[src/rtl/core/btb_ram.sv]
// Generic single-port-write, registered-read RAM.
`timescale 1ns / 1ps
`default_nettype none
module btb_ram #(
  parameter int WIDTH = 8,
  parameter int DEPTH = 16
) (
  input  wire logic                                   clk,
  input  wire logic                                   we,
  input  wire logic [(DEPTH > 1 ? $clog2(DEPTH) : 1)-1:0] waddr,
  input  wire logic [WIDTH-1:0]                       wdata,
  input  wire logic [(DEPTH > 1 ? $clog2(DEPTH) : 1)-1:0] raddr,
  output      logic [WIDTH-1:0]                       rdata
);
  logic [WIDTH-1:0] mem [DEPTH];

  always_ff @(posedge clk) begin
    if (we) begin
      mem[waddr] <= wdata;
    end
    rdata <= mem[raddr];
  end
endmodule
`default_nettype wire

[config.mk]
export PLATFORM = sky130hd
export DESIGN_NAME = btb_ram
export DESIGN_NICKNAME = d
export VERILOG_FILES = /design/src/rtl/core/btb_ram.sv
export SDC_FILE = /design/constraint.sdc
export NUM_CORES = 1
export LEC_CHECK = 0
export BUFFER_PORTS_ARGS = -buffer_cell sky130_fd_sc_hd__buf_2
export CORE_MARGIN = 2
export CORE_UTILIZATION = 42
export DETAILED_ROUTE_END_ITERATION = 10
export PLACE_DENSITY_LB_ADDON = 0.2
export SLEW_MARGIN = 0
export SYNTH_ARGS = -nofsm -noshare
export SYNTH_HDL_FRONTEND = slang
export SYNTH_SLANG_ARGS = --single-unit
[constraint.sdc]
create_clock -name clk -period 5 [get_ports clk]
set_clock_uncertainty 0.2 [all_clocks]
set_input_delay 0 -clock clk [delete_from_list [all_inputs] [get_ports clk]]
set_output_delay 0 -clock clk [all_outputs]
set_load 0.02 [all_outputs]
==> After elaboration in Yosys (flattened, before gate mapping) <==
Memories as Yosys holds them, arrays and structs flattened. A register that Yosys moved wholly into a read port is not among the register bits.
Cells that the tools add are included.
{ "classes": {"muxes": 2} }
{ "op_table": {"columns": ["op", "count"], "rows": [
  ["1-bit 2-to-1 mux", 2]
]} }
{ "word_totals": {"regBits": 0, "mem_bits_rw": 128, "elab_cells": 3, "mem_count": 1} }
{ "memory_table": {"columns": ["memory", "words", "width", "read_ports", "rd_ports_with_merged_regs", "write_ports", "line", "source"], "rows": [
  ["mem", 16, 8, 1, 1, 1, "15", "logic [WIDTH-1:0] mem [DEPTH];"]
]} }

==> Longest topological paths before layout <==
{ "logic_depth": {"depth_word": 2, "ltp_mapped": 5, "mapped_depth_nobuf": 3} }

==> Worst setup path after synthesis <==
No wires, ideal clock.
{ "synth_path": {"path_kind": "input to register", "startpoint": "input waddr[2] in the netlist's numbering", "endpoint": "memory mem[0][0] (enable)", "arrival_time_ns": 1.110, "required_ns": 4.417, "slack_ns": 3.307, "stages": 2, "path_buffers": 0, "cell_sequence": "or3b_2 nor3_1"} }
{ "synth_lines": {"columns": ["element", "line", "source"], "rows": [
  ["start, declared", "10", "input wire logic [(DEPTH > 1 ? $clog2(DEPTH) : 1)-1:0] waddr,"],
  ["end, declared", "15", null]
]} }
No word-level cell before the write port.

==> Worst setup path in the final report <==
{ "layout_path": {"startpoint": "input waddr[1] in the netlist's numbering", "endpoint": "memory mem[13][5] (enable)"} }
No word-level cell before the write port.

==> out/qor.yml <==
cts_resized: 0
gp_congestion: 0.723
critPathMaxFanout: 8
hold_viol_final: 0
status: "finished clean"
syn_avg_cell_area_um2: 22.5
fmax_mhz: 519
rsz0062_at_grt: "no"
path_class: "in2reg"
synth-simple-area-share_pct: 3.18
htree_levels: 4
clock_path_buffers: 2
cts_root_buffer: "clkbuf_16"
rows: 40
avgRoutedWirePerCell_um: 22.5
clkLatencyLatePin_ns: 0.40
cts_sinks: 136
syn_inst: 229
cp.required_ns: 4.82
layout_common_cells: "edfxtp_1, buf_2, mux4_2"
port_buffers: 25
ys_seq_area_share_pct: 77.8
dp_hpwl_um: 5980
grt_max_degree: 33
grt_overflow: 0
cts_setup_buffers: 0
worstSetupStartpoint: "waddr[1]"
dieWidth_um: 115
hold_path_startpoint: "raddr[3]"
synth.distinct_cells: 19
finalNonFillerCells: 438
synth_compound_area_share_pct: 2.33
antenna_found_initial: 0
tightest_slew_ns: 1.07
cts_hold_buf: 12
fill_cells: 943
hold_path_class: "in2reg"
path_clk_slew_ns: 0.06
cts_made_buffers: 17
relSlewSlack_pct: 28.7
synth.net_count: 247
timing.hold.ws_ns: 0.0295
syn_to_final_growth_pct: 18.8
drc: 0
final_common_cell: "edfxtp_1"
drt_first_pass_iters: 4
yosys_warnings: 0
multi_input_area_um2: 1060
viasPerCell: 5.55
grt_use_total_pct: 16.0
leakagePower_nw: 2.04
grt_pass1_vias: 2445
cts_tree: "done"
place_ws_ns: 2.77
min_period_ns: 1.93
diodes: 0
setup_slack_ns: 3.07
arrival_ns: 1.74
final_util_pct: 50.9
synth_xor_area_share_pct: 0
drv_cap: 0
p_per_area_nw_per_um2: 434
grt_pass1_wl_um: 14500
slew_violations: 0
detail-route-antenna-nets: 0
vias: 2429
initial_utilization_pct: 42.9
fin_crit_sh_pct: 38.6
nets: 296
syn_area_um2: 5150
dp_cells: 394
end_kind: "register"
drive_gt1_share_pct: 26.5
io_pins: 26
drtIter0Drc: 225
reg2reg_from: "mem[9][4]"
fin_setup_tns_ns: 0
coreArea_um2: 12000
die_y_um: 115
vdd_drop_max_uv: 274
worst_setup_path_start_kind: "input pin"
die-area_um2: 13200
wirelength_um: 9850
synthAdderAreaFrac_pct: 0
ys_ff_latch: 136
synth_top_family_by_area: "multiplexers"
synth_mux_area_share_pct: 15.0
setup_violations: 0
final-seq-area_um2: 4000
## layer usage
layer / wire [um] / part of all wire (%) / track usage (%)
met5: 0 / 0 / 0
met4: 94 / 0.95 / 6.18
met3: 458 / 4.7 / 3.71
met2: 4890 / 50 / 24.3
met1: 4400 / 45 / 22.9
## cells by family (layout without fill, tap and decap cells)
kind of cell           after synthesis  count (layout)
flip-flops                         136             136
AND/OR/NAND/NOR                     35              35
multiplexers                        32              32
AO/OA/AOI/OAI                       16              16
buffers and inverters               10              72
## power by group
| group | switching, mW | total, mW | internal [mW] |
|---|---|---|---|
| clock | 0.460 | 1.24 | 0.785 |
| sequential | 0.00791 | 1.28 | 1.27 |
| combinational | 0.0742 | 0.126 | 0.0516 |
| total | 0.542 | 2.65 | 2.11 |
## worst paths after layout
kind              slack, ns  depth (start not counted)          to
hold reg to reg        0.46                          3    rdata[5]
setup reg to reg       3.40                          3    rdata[4]
setup / recovery       3.07                          4  mem[13][5]
hold / removal         0.03                          4    rdata[7]
## registers in the layout (all words and copies together), names as in the netlist
signal,flops
mem,128
rdata,8
## synthesized netlist by cell type
cell / n / share of area [%]
dfxtp_1: 8 / 3.1
nor2_1: 13 / 0.95
or3b_2: 1 / 0.17
nand3_1: 1 / 0.097
and2b_1: 1 / 0.15
mux4_1: 14 / 7.1
mux4_2: 18 / 7.9
a22oi_1: 16 / 2.3
buf_6: 3 / 0.66
buf_2: 3 / 0.29
clkdlybuf4s25_2: 3 / 0.58
and2_1: 1 / 0.12
nand2b_1: 2 / 0.24
edfxtp_1: 128 / 75
nor2b_1: 1 / 0.12
nand3b_1: 2 / 0.29
nand2_1: 9 / 0.66
buf_4: 1 / 0.15
nor3_1: 4 / 0.39
## layout make-up
class                      instances  share of cell area (%)
clock inverter                    15                    2.89
timing repair buffer              40                    4.38
sequential                       136                    65.5
clock buffer                      17                    6.96
multi-input combinational         83                    17.3
tap                              147                    3.01
## worst max-delay path: stages
cell and delay [ns]:
dlygate4sd3_1 0.53, buf_2 0.16, nand2b_1 0.22, nor2_1 0.83
## metrics by stage
step	area (um^2)	power, mW
4_1_cts	6110	2.67
3_3_place_gp	5390	1.43
3_5_place_dp	5390	1.43
6_report	6110	2.65
2_1_floorplan	5150	1.38
5_1_grt	6110	2.73
Power figures use the tool's default switching activity.
